`src/hdl/ctbo_pkg.sv`:
```
// ctbo_pkg: shared types and codes for the text cursor blink overlay.
// No dependencies; used by ctbo_hit, the top level and the bench.
package ctbo_pkg;

   // command codes carried in cmd
   localparam logic [1:0] CMD_PIXEL      = 2'd0;
   localparam logic [1:0] CMD_TICK       = 2'd1;
   localparam logic [1:0] CMD_SET_CURSOR = 2'd2;
   localparam logic [1:0] CMD_SPARE      = 2'd3;   // unused, swallowed

   // cursor kinds; the spare code draws as a block
   localparam logic [1:0] KIND_NONE       = 2'd0;
   localparam logic [1:0] KIND_UNDERSCORE = 2'd1;
   localparam logic [1:0] KIND_BLOCK      = 2'd2;
   localparam logic [1:0] KIND_SPARE      = 2'd3;

   // register indexes on the csr port
   localparam logic [1:0] REG_CELL_WIDTH   = 2'd0;
   localparam logic [1:0] REG_CELL_HEIGHT  = 2'd1;
   localparam logic [1:0] REG_COLUMN_COUNT = 2'd2;

   localparam int CsrIndexBits = 2;
   localparam int CsrDataBits  = 7;

   localparam logic [3:0] CELL_WIDTH_RESET   = 4'd4;
   localparam logic [5:0] CELL_HEIGHT_RESET  = 6'd16;
   localparam logic [6:0] COLUMN_COUNT_RESET = 7'd40;

   typedef struct packed {
      logic [3:0] cell_width_words;
      logic [5:0] cell_height;
      logic [6:0] column_count;
   } cfg_type;

   typedef struct packed {
      logic [7:0] col;
      logic [7:0] row;
      logic [1:0] kind;
      logic       blink_on;
   } cursor_type;

   // one input item as held in the input register
   typedef struct packed {
      logic [1:0]  cmd;
      logic [31:0] word_in;
      logic [4:0]  scan_index;
      logic [7:0]  word_index;
      logic [5:0]  wobble_offset;
      logic [5:0]  text_row;
      logic [4:0]  glyph_row_start;
      logic [7:0]  cursor_col;
      logic [7:0]  cursor_row;
      logic [1:0]  cursor_kind;
   } req_item_type;

endpackage

```
`src/hdl/ctbo_if.sv`:
```
// ctbo_req_if / ctbo_rsp_if: valid/ready channels of the cursor overlay.
// No dependencies.
interface ctbo_req_if;
   logic        valid;
   logic        ready;
   logic [1:0]  cmd;
   logic [31:0] word_in;
   logic [4:0]  scan_index;
   logic [7:0]  word_index;
   logic signed [5:0] wobble_offset;
   logic [5:0]  text_row;
   logic [4:0]  glyph_row_start;
   logic signed [7:0] cursor_col;
   logic signed [7:0] cursor_row;
   logic [1:0]  cursor_kind;

   modport source (output valid, cmd, word_in, scan_index, word_index, wobble_offset,
                   text_row, glyph_row_start, cursor_col, cursor_row, cursor_kind,
                   input ready);
   modport sink (input valid, cmd, word_in, scan_index, word_index, wobble_offset,
                 text_row, glyph_row_start, cursor_col, cursor_row, cursor_kind,
                 output ready);
endinterface

interface ctbo_rsp_if;
   logic        valid;
   logic        ready;
   logic [31:0] word_out;
   logic        inverted;

   modport source (output valid, word_out, inverted, input ready);
   modport sink (input valid, word_out, inverted, output ready);
endinterface

```
`src/hdl/ctbo_hit.sv`:
```
// ctbo_hit: decides whether a pixel word lies inside the visible cursor cell.
// Depends on ctbo_pkg.
module ctbo_hit #(
   parameter int LINE_WORDS = 160
) (
   input  ctbo_pkg::req_item_type item,
   input  ctbo_pkg::cursor_type   cursor,
   input  ctbo_pkg::cfg_type      cfg,
   output logic                   hit
);

   logic               kind_ok;
   logic               col_ok;
   logic               row_ok;
   logic               scan_ok;
   logic               word_ok;
   logic signed [7:0]  first_line;
   logic [10:0]        col_base;
   logic signed [12:0] wob_ext;
   logic signed [12:0] w0;
   logic signed [12:0] w1;
   logic signed [12:0] word_s;

   assign kind_ok = (cursor.kind != ctbo_pkg::KIND_NONE) && cursor.blink_on;
   assign col_ok  = !cursor.col[7] && (cursor.col < {1'b0, cfg.column_count});
   assign row_ok  = cursor.row == {2'b00, item.text_row};

   // underscore covers the last two glyph rows; band start shifts it up
   assign first_line = $signed({2'b00, cfg.cell_height}) - 8'sd2
                       - $signed({3'b000, item.glyph_row_start});
   assign scan_ok = (cursor.kind != ctbo_pkg::KIND_UNDERSCORE)
                    || ($signed({3'b000, item.scan_index}) >= first_line);

   assign col_base = {4'b0000, cursor.col[6:0]} * {7'b000_0000, cfg.cell_width_words};
   assign wob_ext  = {{7{item.wobble_offset[5]}}, item.wobble_offset};
   assign w0       = $signed({2'b00, col_base}) + wob_ext;
   assign w1       = w0 + $signed({9'b0_0000_0000, cfg.cell_width_words});
   assign word_s   = $signed({5'b0_0000, item.word_index});

   // left clip is implicit (word index is never negative)
   assign word_ok = (word_s >= w0) && (word_s < w1)
                    && ({1'b0, item.word_index} < 9'(LINE_WORDS));

   assign hit = kind_ok && col_ok && row_ok && scan_ok && word_ok;

endmodule

```
`src/hdl/text_cursor_blink_overlay_unit.sv`:
```
// text_cursor_blink_overlay_unit: cursor overlay on streamed text scanlines.
// Stages: input register, then result register; a pixel word's result is registered
// as it leaves the input register. Frame ticks and set-cursor items give no result.
// Throughput: one item per cycle unless a pixel word waits for the result stage.
// Reset (synchronous, active high) empties both stages, restores the cell
// registers to 4/16/40, clears the cursor and starts the blink visible.
module text_cursor_blink_overlay_unit #(
   parameter int BLINK_FRAMES = 15,
   parameter int LINE_WORDS   = 160
) (
   input  logic                               clock,
   input  logic                               reset,
   ctbo_req_if.sink                           req_chan,
   ctbo_rsp_if.source                         rsp_chan,
   input  logic                               csr_we,
   input  logic [ctbo_pkg::CsrIndexBits-1:0]  csr_index,
   input  logic [ctbo_pkg::CsrDataBits-1:0]   csr_wdata
);

   // input register
   logic                   s1_valid_ff;
   ctbo_pkg::req_item_type s1_item_ff;
   ctbo_pkg::req_item_type s1_item_in;

   // result register
   logic        rsp_valid_ff;
   logic        rsp_valid_in;
   logic [31:0] rsp_word_ff;
   logic [31:0] rsp_word_in;
   logic        rsp_inv_ff;

   // cursor and blink state, cell geometry
   ctbo_pkg::cursor_type cursor_ff;
   ctbo_pkg::cursor_type cursor_in;
   logic [3:0]           ticks_ff;
   logic [3:0]           ticks_in;
   logic [3:0]           ticks_inc;
   ctbo_pkg::cfg_type    cfg_ff;

   logic out_free;
   logic s1_fire;
   logic s1_pixel;
   logic req_take;
   logic hit;
   logic moved;

   // The result stage frees when empty or drained this cycle. Items that
   // give no result leave the input register regardless of the output side.
   assign out_free = !rsp_valid_ff || rsp_chan.ready;
   assign s1_pixel = s1_item_ff.cmd == ctbo_pkg::CMD_PIXEL;
   assign s1_fire  = s1_valid_ff && (!s1_pixel || out_free);
   assign req_take = req_chan.valid && req_chan.ready;

   assign req_chan.ready = !s1_valid_ff || s1_fire;

   assign s1_item_in = '{cmd:             req_chan.cmd,
                         word_in:         req_chan.word_in,
                         scan_index:      req_chan.scan_index,
                         word_index:      req_chan.word_index,
                         wobble_offset:   req_chan.wobble_offset,
                         text_row:        req_chan.text_row,
                         glyph_row_start: req_chan.glyph_row_start,
                         cursor_col:      req_chan.cursor_col,
                         cursor_row:      req_chan.cursor_row,
                         cursor_kind:     req_chan.cursor_kind};

   ctbo_hit #(
      .LINE_WORDS (LINE_WORDS)
   ) u_hit (
      .item   (s1_item_ff),
      .cursor (cursor_ff),
      .cfg    (cfg_ff),
      .hit    (hit)
   );

   assign rsp_word_in = s1_item_ff.word_in ^ {32{hit}};

   always_comb begin
      rsp_valid_in = rsp_valid_ff && !rsp_chan.ready;
      if (s1_fire && s1_pixel) begin
         rsp_valid_in = 1'b1;
      end
   end

   // State changes happen as the item leaves the input register, so pixel
   // words always see the state left by the items ahead of them.
   assign ticks_inc = ticks_ff + 4'd1;
   assign moved = (s1_item_ff.cursor_col != cursor_ff.col)
                  || (s1_item_ff.cursor_row != cursor_ff.row);

   always_comb begin
      cursor_in = cursor_ff;
      ticks_in  = ticks_ff;
      if (s1_fire) begin
         case (s1_item_ff.cmd)
            ctbo_pkg::CMD_TICK: begin
               ticks_in = ticks_inc;
               if (ticks_inc >= 4'(BLINK_FRAMES)) begin
                  ticks_in           = 4'd0;
                  cursor_in.blink_on = !cursor_ff.blink_on;
               end
            end
            ctbo_pkg::CMD_SET_CURSOR: begin
               // same position keeps the blink phase
               if (moved) begin
                  ticks_in           = 4'd0;
                  cursor_in.blink_on = 1'b1;
               end
               cursor_in.col  = s1_item_ff.cursor_col;
               cursor_in.row  = s1_item_ff.cursor_row;
               cursor_in.kind = s1_item_ff.cursor_kind;
            end
            default: begin
               // pixel words and the spare code leave state alone
            end
         endcase
      end
   end

   always_ff @(posedge clock) begin
      if (reset) begin
         s1_valid_ff  <= 1'b0;
         rsp_valid_ff <= 1'b0;
         cursor_ff    <= '{col: 8'd0, row: 8'd0, kind: ctbo_pkg::KIND_NONE,
                           blink_on: 1'b1};
         ticks_ff     <= 4'd0;
         cfg_ff       <= '{cell_width_words: ctbo_pkg::CELL_WIDTH_RESET,
                           cell_height:      ctbo_pkg::CELL_HEIGHT_RESET,
                           column_count:     ctbo_pkg::COLUMN_COUNT_RESET};
      end else begin
         if (req_chan.ready) begin
            s1_valid_ff <= req_chan.valid;
         end
         rsp_valid_ff <= rsp_valid_in;
         cursor_ff    <= cursor_in;
         ticks_ff     <= ticks_in;
         if (csr_we) begin
            case (csr_index)
               ctbo_pkg::REG_CELL_WIDTH:   cfg_ff.cell_width_words <= csr_wdata[3:0];
               ctbo_pkg::REG_CELL_HEIGHT:  cfg_ff.cell_height      <= csr_wdata[5:0];
               ctbo_pkg::REG_COLUMN_COUNT: cfg_ff.column_count     <= csr_wdata[6:0];
               default: begin
                  // unmapped index: write dropped
               end
            endcase
         end
      end
   end

   // payload registers, no reset
   always_ff @(posedge clock) begin
      if (req_take) begin
         s1_item_ff <= s1_item_in;
      end
      if (s1_fire && s1_pixel) begin
         rsp_word_ff <= rsp_word_in;
         rsp_inv_ff  <= hit;
      end
   end

   assign rsp_chan.valid    = rsp_valid_ff;
   assign rsp_chan.word_out = rsp_word_ff;
   assign rsp_chan.inverted = rsp_inv_ff;

endmodule

```
`src/flat_wrapper.sv`:
```
// flat-port wrapper written by rule: the top's interface ports become plain ports
module text_cursor_blink_overlay_unit_flat 
#(
   parameter int BLINK_FRAMES = 15,
   parameter int LINE_WORDS   = 160
)
  (clock, reset, csr_we, csr_index, csr_wdata, req_chan_valid, req_chan_cmd, req_chan_word_in, req_chan_scan_index, req_chan_word_index, req_chan_wobble_offset, req_chan_text_row, req_chan_glyph_row_start, req_chan_cursor_col, req_chan_cursor_row, req_chan_cursor_kind, req_chan_ready, rsp_chan_valid, rsp_chan_word_out, rsp_chan_inverted, rsp_chan_ready);
  ctbo_req_if req_chan_i ();
  ctbo_rsp_if rsp_chan_i ();
  input  logic clock;
  input  logic reset;
  input  logic csr_we;
  input  logic [ctbo_pkg::CsrIndexBits-1:0] csr_index;
  input  logic [ctbo_pkg::CsrDataBits-1:0] csr_wdata;
  input wire logic [$bits(req_chan_i.valid)-1:0] req_chan_valid;
  input wire logic [$bits(req_chan_i.cmd)-1:0] req_chan_cmd;
  input wire logic [$bits(req_chan_i.word_in)-1:0] req_chan_word_in;
  input wire logic [$bits(req_chan_i.scan_index)-1:0] req_chan_scan_index;
  input wire logic [$bits(req_chan_i.word_index)-1:0] req_chan_word_index;
  input wire logic [$bits(req_chan_i.wobble_offset)-1:0] req_chan_wobble_offset;
  input wire logic [$bits(req_chan_i.text_row)-1:0] req_chan_text_row;
  input wire logic [$bits(req_chan_i.glyph_row_start)-1:0] req_chan_glyph_row_start;
  input wire logic [$bits(req_chan_i.cursor_col)-1:0] req_chan_cursor_col;
  input wire logic [$bits(req_chan_i.cursor_row)-1:0] req_chan_cursor_row;
  input wire logic [$bits(req_chan_i.cursor_kind)-1:0] req_chan_cursor_kind;
  output wire logic [$bits(req_chan_i.ready)-1:0] req_chan_ready;
  output wire logic [$bits(rsp_chan_i.valid)-1:0] rsp_chan_valid;
  output wire logic [$bits(rsp_chan_i.word_out)-1:0] rsp_chan_word_out;
  output wire logic [$bits(rsp_chan_i.inverted)-1:0] rsp_chan_inverted;
  input wire logic [$bits(rsp_chan_i.ready)-1:0] rsp_chan_ready;
  assign req_chan_i.valid = req_chan_valid;
  assign req_chan_i.cmd = req_chan_cmd;
  assign req_chan_i.word_in = req_chan_word_in;
  assign req_chan_i.scan_index = req_chan_scan_index;
  assign req_chan_i.word_index = req_chan_word_index;
  assign req_chan_i.wobble_offset = req_chan_wobble_offset;
  assign req_chan_i.text_row = req_chan_text_row;
  assign req_chan_i.glyph_row_start = req_chan_glyph_row_start;
  assign req_chan_i.cursor_col = req_chan_cursor_col;
  assign req_chan_i.cursor_row = req_chan_cursor_row;
  assign req_chan_i.cursor_kind = req_chan_cursor_kind;
  assign req_chan_ready = req_chan_i.ready;
  assign rsp_chan_valid = rsp_chan_i.valid;
  assign rsp_chan_word_out = rsp_chan_i.word_out;
  assign rsp_chan_inverted = rsp_chan_i.inverted;
  assign rsp_chan_i.ready = rsp_chan_ready;
  text_cursor_blink_overlay_unit #(.BLINK_FRAMES(BLINK_FRAMES), .LINE_WORDS(LINE_WORDS)) u_core (.clock(clock), .reset(reset), .req_chan(req_chan_i), .rsp_chan(rsp_chan_i), .csr_we(csr_we), .csr_index(csr_index), .csr_wdata(csr_wdata));
endmodule
```
`config.mk`:
```
export PLATFORM = sky130hd
export DESIGN_NAME = text_cursor_blink_overlay_unit_flat
export DESIGN_NICKNAME = d
export VERILOG_FILES = /design/src/hdl/ctbo_pkg.sv /design/src/hdl/ctbo_if.sv /design/src/hdl/ctbo_hit.sv /design/src/hdl/text_cursor_blink_overlay_unit.sv /design/src/flat_wrapper.sv
export SDC_FILE = /design/constraint.sdc
export NUM_CORES = 1
export LEC_CHECK = 0
export BUFFER_PORTS_ARGS = -buffer_cell sky130_fd_sc_hd__buf_4
export CORE_MARGIN = 2
export CORE_UTILIZATION = 42
export DETAILED_ROUTE_END_ITERATION = 6
export MAX_ROUTING_LAYER = met4
export SYNTH_ARGS = -nofsm -noshare
export SYNTH_HDL_FRONTEND = slang
export SYNTH_SLANG_ARGS = --single-unit
```
`constraint.sdc`:
```
create_clock -name clock -period 7.6 [get_ports clock]
set_input_delay 0.38 -clock clock [delete_from_list [all_inputs] [get_ports clock]]
set_output_delay 0.38 -clock clock [all_outputs]
set_load 0.01 [all_outputs]
```
==> results of run 1 <==
==> registers in the layout, indices dropped and copies added (netlist names) <==
signal,cells
u_core.s1_item_ff,82
u_core.rsp_chan.word_out,32
u_core.cursor_ff,19
u_core.cfg_ff,17
u_core.ticks_ff,4
u_core.rsp_chan.inverted,1
u_core.rsp_chan.valid,1
u_core.s1_valid_ff,1
==> kinds of logic after synthesis <==
kind of cell,Yosys count,synth area share
and+or+nand+nor,191,0.111
DFF,157,0.499
AOI/OAI and AO/OA,121,0.0974
xor gates and xnor gates,82,0.110
adders and majority gates,82,0.130
buffers and inverters,73,0.0385
muxes,12,0.0139
==> routing by layer <==
metal  vias to the layer above  routed length (microns)
met5                         -                        0
met4                         0                      450
met3                        31                      635
met2                       122                     8430
met1                      2593                     7380
li1                       2770                        -
==> final cells by class <==
cell class	instances	share of cell area
flip-flops and latches	157	0.412
repair buffers	132	0.0962
well taps	270	0.0324
inverters	59	0.0212
clock buffers	18	0.0411
clock inverters	14	0.0134
multi-input cells	488	0.384
==> stage by stage <==
stage	hold WS, ns	instance area [sq um]	instances	util	power [mW]
global placement	0.464	9860	1106	0.489	1.21
detailed placement	0.474	9860	1106	0.489	1.22
finish	0.122	10400	1138	0.517	2.02
floorplan	0.445	8610	718	-	1.14
global route	0.0964	10400	1138	0.517	2.11
CTS	0.0978	10400	1138	0.517	2.04
==> path summary, 6_finish.rpt <==
check	end	slack, ns	depth (start not counted)	from
setup / recovery	u_core.rsp_chan.word_out[12]	1.56	22	u_core.cfg_ff[16]
hold / removal	u_core.s1_item_ff[62]	0.12	1	req_chan_word_in[14]
setup reg to reg	u_core.rsp_chan.word_out[12]	1.56	22	u_core.cfg_ff[16]
hold reg to reg	u_core.cursor_ff[10]	0.48	2	u_core.cursor_ff[10]
==> cell usage after synthesis, types with 3 or more instances <==
master / n
o21ai_0: 15
o211ai_1: 4
fa_1: 13
nor4_1: 3
nor2b_1: 10
o21ai_1: 5
nor2_1: 40
o21bai_1: 5
clkbuf_1: 9
xor2_2: 30
ha_1: 69
dfxtp_1: 42
nand4_1: 5
a211o_1: 4
nand2b_1: 10
nor3_1: 5
o2111ai_1: 3
inv_1: 59
a211oi_1: 6
and2_1: 20
a21oi_1: 47
xnor2_1: 40
nand2_1: 69
buf_12: 3
a21o_1: 13
nand3b_1: 4
mux2i_1: 12
edfxtp_1: 115
xor2_1: 12
nand3_1: 8
==> critical path: stages (launching register included) <==
cell and delay [ns]:
dfxtp_1 0.49, nand2_1 0.13, fa_1 0.51, fa_1 0.54
inv_1 0.06, ha_1 0.29, a21o_1 0.16, a21oi_1 0.21
o21bai_1 0.09, a21oi_1 0.21, o21bai_1 0.09, a21oi_1 0.17
xnor2_1 0.16, ha_1 0.28, a21oi_1 0.31, nor2b_1 0.21
a22oi_1 0.13, a211oi_1 0.43, o211ai_1 0.12, or3_1 0.38
a221oi_4 0.31, buf_12 0.34, xor2_2 0.11
==> power groups by stage <==
stage               combinational (mW)  clock (mW)  sequential (mW)
finish                           0.216       0.820            0.984
global route                     0.244       0.880            0.987
CTS                              0.219       0.841            0.984
detailed placement               0.218           0             1.00
global placement                 0.212           0             1.00
floorplan                        0.139           0             1.00
==> reports/results.txt, run 1 <==
commonest cells after routing, fill and taps aside = buf_4 (131), edfxtp_1 (115), nand2_1 (69), ha_1 (69), inv_1 (59)
Post-CTS Resized = 0
final clock skew = 0.00822 ns
busiest layer in global routing = met2
I/O Pins = 131
syn avg cell area = 12.0 sq um
#FFs+latches synth = 157
clock root buffer = clkbuf_16
commonest non-fill, non-tap cell in the layout = buf_4
largest cells by area after synthesis = edfxtp_1 (40%), ha_1 (10%), dfxtp_1 (9.8%), xor2_2 (5.7%), xnor2_1 (4.1%)
Post-CTS Setup Bufs = 0
Initial DRC Count = 347
Fin. Hold Viols = 0
Worst EP arrival = 6.21 ns
part of the power in registers = 0.487
register area = 4290 sq um
Yosys top cell area share = 0.401
Synth Flop Type = edfxtp_1
asr flop ratio synth = 0
# rows = 52
pins over their slew limit = 0
Worst Setup Start Kind = flip-flop
Clk network pwr share = 0.406
switching share of power = 0.246
Worst-Skew Late Latency = 0.43 ns
P per Cell Area = 194 nW/um^2
Worst Path Max Fanout = 32
max frequency = 166 MHz
number of global-route vias before repair = 5941
GRT met2 Usage = 0.286
leading area contributor after synthesis = edfxtp_1
share of layout cells above drive strength 1 = 0.241
P_int = 1.52 mW
Synth cell types = 61
Synth Net Count = 896
total gr overflow = 0
CP endpoint kind = flip-flop
placer congestion estimate = 0.817
clock buffer count from CTS = 17
P&R area growth vs syn = 21.2%
fin crit period = 6.04 ns
Tcrit/Tclk final = 0.795
antenna viol nets, final = 0
total of max-cap violations = 0
nets = 1033
H-tree lvl count = 4
via count = 5516
Relative slew margins = 0.353
Final Setup Violations = 0
Total Neg Setup Slack = 0 ns
Req. time, crit path = 7.77 ns
ant diodes = 0
gr usage total = 0.170
Fill cells = 1793
Initial Utilization = 0.427
Post-synth EDFFs = 115
DRC viols = 0
grt met3 use = 0.0404
Pre-antenna DRT Iters = 4
area of the multi-input gates = 4010 sq um
initial antenna violation count = 0
clk sinks = 157
met1 Track Usage GR = 0.198
IO buf count = 130
clock-pin slew of the registers on the worst-case setup and hold paths = 0.07 ns
vias per cell = 4.85
drt total wl = 16.9 mm
PnR worst setup slack = 1.56 ns
status = completed
cells after synthesis = 718
critical path class = flip-flop to flip-flop
Least-Margin Pin Slew = 0.969 ns
largest net degree at the start of global routing = 56
first-pass GRT wire length = 28.0 mm
register area share after synthesis = 0.499
worst hold path type = input port to flip-flop
Synth Warn # = 0
Setup WS pre-CTS = 1.54 ns
Mapped Area = 8610 sq um
core area = 20200 sq um
Leakage = 4.27 nW
Post-DP HPWL = 12.9 mm
Max VDD drop = 0.124 mV
die width = 147 microns
CTS Buffer Depth = 2
combinational power share = 0.107
Hold-fix buffers, CTS = 0
die height = 147 microns
unrepaired setup endpoints after global routing = false
sw power = 496 uW
WL/cell = 14.9 microns
CTS tree = built
die area = 21700 sq um
Power figures use the tool's default switching activity.
==> run 2, diff against run 1 <==
==> constraint.sdc (replaced) <==
create_clock -name clock -period 6.15 [get_ports clock]
set_input_delay 0.3075 -clock clock [delete_from_list [all_inputs] [get_ports clock]]
set_output_delay 0.3075 -clock clock [all_outputs]
set_load 0.01 [all_outputs]
==> reports/results.txt, run 2 (same netlist as run 1, synthesis figures left out) <==
worst hold slack = 0.0517 ns (was 0.122 ns)
r2r startpoint = u_core.cfg_ff[16] (unchanged)
total gr overflow = 0 (unchanged)
antenna viol nets, final = 0 (unchanged)
largest net degree at the start of global routing = 56 (unchanged)
Worst Path Max Fanout = 9 (was 32)
Leakage = 4.32 nW (was 4.27 nW)
IO buf count = 130 (unchanged)
clock buffer count from CTS = 17 (unchanged)
Worst Setup Start Kind = flip-flop (unchanged)
hold_sp = req_chan_word_in[11] (was req_chan_word_in[14])
CP max stage delay = 0.54 ns (about the same)
vias per cell = 4.84 (was 4.85)
worst r2r dst = u_core.rsp_chan.word_out[21] (was u_core.rsp_chan.word_out[12])
P&R area growth vs syn = 22.6% (was 21.2%)
P per Cell Area = 236 nW/um^2 (was 194 nW/um^2)
Pre-antenna DRT Iters = 4 (unchanged)
WL/cell = 15.4 microns (was 14.9 microns)
initial antenna violation count = 0 (unchanged)
Relative slew margins = 0.343 (was 0.353)
ant diodes = 0 (unchanged)
H-tree lvl count = 4 (unchanged)
gr usage total = 0.172 (was 0.170)
R2R cell count = 23 (was 22)
total of max-cap violations = 0 (unchanged)
setup slack, reg-to-reg = 0.31 ns (was 1.56 ns)
clock root buffer = clkbuf_16 (unchanged)
sw power = 611 uW (was 496 uW)
status = completed (unchanged)
Fill cells = 1771 (was 1793)
Final Setup Violations = 0 (unchanged)
final clock skew = 0.00934 ns (was 0.00822 ns)
DRC viols = 0 (unchanged)
CTS Buffer Depth = 2 (unchanged)
share of layout cells above drive strength 1 = 0.258 (was 0.241)
critical path class = flip-flop to flip-flop (unchanged)
number of global-route vias before repair = 5761 (was 5941)
part of the power in registers = 0.488 (was 0.487)
worst path cell trace = nand2_1 -> fa_1 -> fa_1 -> inv_1 -> fa_1 -> a21oi_1 -> nor2_1 -> nor2_1 -> xnor2_1 -> ha_1 -> or3b_1 -> o211ai_1 -> a311oi_2 -> xnor2_1 -> ha_1 -> a21o_1 -> a31o_2 -> a21oi_1 -> a21oi_1 -> a221oi_4 -> buf_4 -> buf_8 -> xor2_2 (was nand2_1 -> fa_1 -> fa_1 -> inv_1 -> ha_1 -> a21o_1 -> a21oi_1 -> o21bai_1 -> a21oi_1 -> o21bai_1 -> a21oi_1 -> xnor2_1 -> ha_1 -> a21oi_1 -> nor2b_1 -> a22oi_1 -> a211oi_1 -> o211ai_1 -> or3_1 -> a221oi_4 -> buf_12 -> xor2_2)
commonest cells after routing, fill and taps aside = buf_4 (135), edfxtp_1 (115), nand2_1 (69), ha_1 (68), inv_1 (59) (was buf_4 (131), edfxtp_1 (115), nand2_1 (69), ha_1 (69), inv_1 (59))
slowest stage cell, crit path = fa_1 (unchanged)
pins over their slew limit = 0 (unchanged)
via count = 5547 (was 5516)
max frequency = 171 MHz (was 166 MHz)
first-pass GRT wire length = 28.3 mm (was 28.0 mm)
Req. time, crit path = 6.32 ns (was 7.77 ns)
Hold Path End = u_core.s1_item_ff[59] (was u_core.s1_item_ff[62])
max reg flops = 82 (unchanged)
switching share of power = 0.245 (was 0.246)
clock-pin slew of the registers on the worst-case setup and hold paths = 0.07 ns (about the same)
Fin. Hold Viols = 0 (unchanged)
P_int = 1.88 mW (was 1.52 mW)
Initial Utilization = 0.427 (unchanged)
fin crit period = 5.84 ns (was 6.04 ns)
CP endpoint kind = flip-flop (unchanged)
nets = 1040 (was 1033)
hold path depth = 1 (unchanged)
CP top delay family = adder cells (was compound AO/OA/AOI/OAI gates)
Worst EP arrival = 6.01 ns (was 6.21 ns)
Post-DP HPWL = 12.9 mm (about the same)
drt total wl = 17.7 mm (was 16.9 mm)
core area = 20200 sq um (unchanged)
Clk network pwr share = 0.404 (was 0.406)
# rows = 52 (unchanged)
I/O Pins = 131 (unchanged)
Initial DRC Count = 290 (was 347)
die area = 21700 sq um (unchanged)
placer congestion estimate = 0.817 (about the same)
CTS tree = built (unchanged)
die height = 147 microns (unchanged)
final core occ = 0.523 (was 0.517)
Max VDD drop = 0.161 mV (was 0.124 mV)
die width = 147 microns (unchanged)
commonest non-fill, non-tap cell in the layout = buf_4 (unchanged)
Tcrit/Tclk final = 0.949 (was 0.795)
Least-Margin Pin Slew = 0.986 ns (was 0.969 ns)
combinational power share = 0.108 (was 0.107)
clk sinks = 157 (unchanged)
most flop-heavy register = u_core.s1_item_ff (unchanged)
Worst-Skew Late Latency = 0.43 ns (about the same)
worst hold path type = input port to flip-flop (unchanged)
crit path buf inv count = 3 (was 2)
[run 2: cell count changes in the layout (fill, tap and decap cells not counted), sizes merged]
| cell | change |
|---|---|
| buf | +5 |
| clkbuf | +1 |
| clkinvlp | -1 |
| inv | +2 |
[run 2: worst max-delay path by stage]
| stage | from | end | slack, ns | cells past startpoint |
|---|---|---|---|---|
| 3_3_place_gp | u_core.cfg_ff[16] | u_core.rsp_chan.word_out[13] | 0.22 | 22 |
| 5_1_grt | u_core.cfg_ff[16] | u_core.rsp_chan.word_out[9] | -0.02 | 23 |
| 3_5_place_dp | u_core.cfg_ff[16] | u_core.rsp_chan.word_out[12] | 0.01 | 22 |
| 2_1_floorplan | u_core.s1_item_ff[80] | u_core.s1_item_ff[0] | 0.47 | 3 |
| 6_report | u_core.cfg_ff[16] | u_core.rsp_chan.word_out[21] | 0.31 | 23 |
| 4_1_cts | u_core.cfg_ff[16] | u_core.rsp_chan.word_out[12] | 0.07 | 22 |
[run 2: power groups by stage]
stage / logic (mW) / registers (mW) / clock network (mW)
after floorplan: 0.171 / 1.24 / 0
after global routing: 0.305 / 1.22 / 1.08
final: 0.270 / 1.22 / 1.01
after global placement: 0.262 / 1.24 / 0
after detailed placement: 0.269 / 1.24 / 0
after CTS: 0.271 / 1.22 / 1.04
[run 2: worst register-to-register path: stages, from the launching register on]
cell,delay (ns)
dfxtp_2,0.41
nand2_1,0.10
fa_1,0.51
fa_1,0.54
inv_1,0.07
fa_1,0.45
a21oi_1,0.16
nor2_1,0.05
nor2_1,0.14
xnor2_1,0.09
ha_1,0.49
or3b_1,0.39
o211ai_1,0.12
a311oi_2,0.09
xnor2_1,0.17
ha_1,0.30
a21o_1,0.18
a31o_2,0.20
a21oi_1,0.16
a21oi_1,0.10
a221oi_4,0.36
buf_4,0.22
buf_8,0.19
xor2_2,0.09
[run 2: stage by stage]
| step | std cells | setup WS (ns) | total power [mW] | setup TNS (ns) | cell area, sq um |
|---|---|---|---|---|---|
| detailed placement | 1106 | 0.0130 | 1.51 | 0 | 9860 |
| finish | 1145 | 0.312 | 2.50 | 0 | 10600 |
| CTS | 1138 | 0.0670 | 2.52 | 0 | 10400 |
| floorplan | 718 | 0.470 | 1.41 | 0 | 8610 |
| global placement | 1106 | 0.222 | 1.50 | 0 | 9860 |
| global route | 1145 | -0.0185 | 2.61 | -0.114 | 10600 |
[run 2: layout make-up]
| cell class | count | area, sq um | area share |
|---|---|---|---|
| repair buffers | 139 | 1100 | 0.104 |
| flip-flops and latches | 157 | 4300 | 0.408 |
| clock inverters | 15 | 139 | 0.0132 |
| inverters | 59 | 221 | 0.0210 |
| well taps | 270 | 338 | 0.0320 |
| multi-input cells | 488 | 4030 | 0.382 |
| clock buffers | 17 | 425 | 0.0403 |
[run 2: metal layers]
| layer | up-vias | share of wire | track usage |
|---|---|---|---|
| met5 | - | 0 | - |
| met1 | 2636 | 0.44 | 0.204 |
| met4 | 0 | 0.015 | 0.0529 |
| li1 | 2786 | - | - |
| met2 | 107 | 0.51 | 0.294 |
| met3 | 18 | 0.039 | 0.0391 |
[run 2: repair_timing]
action	4_1_cts	5_1_grt
setup endpoints to repair	2	32
setup buffers	0	4
pin swaps	0	2
resized for setup	1	15
cloned	0	3
hold buffers	0	0
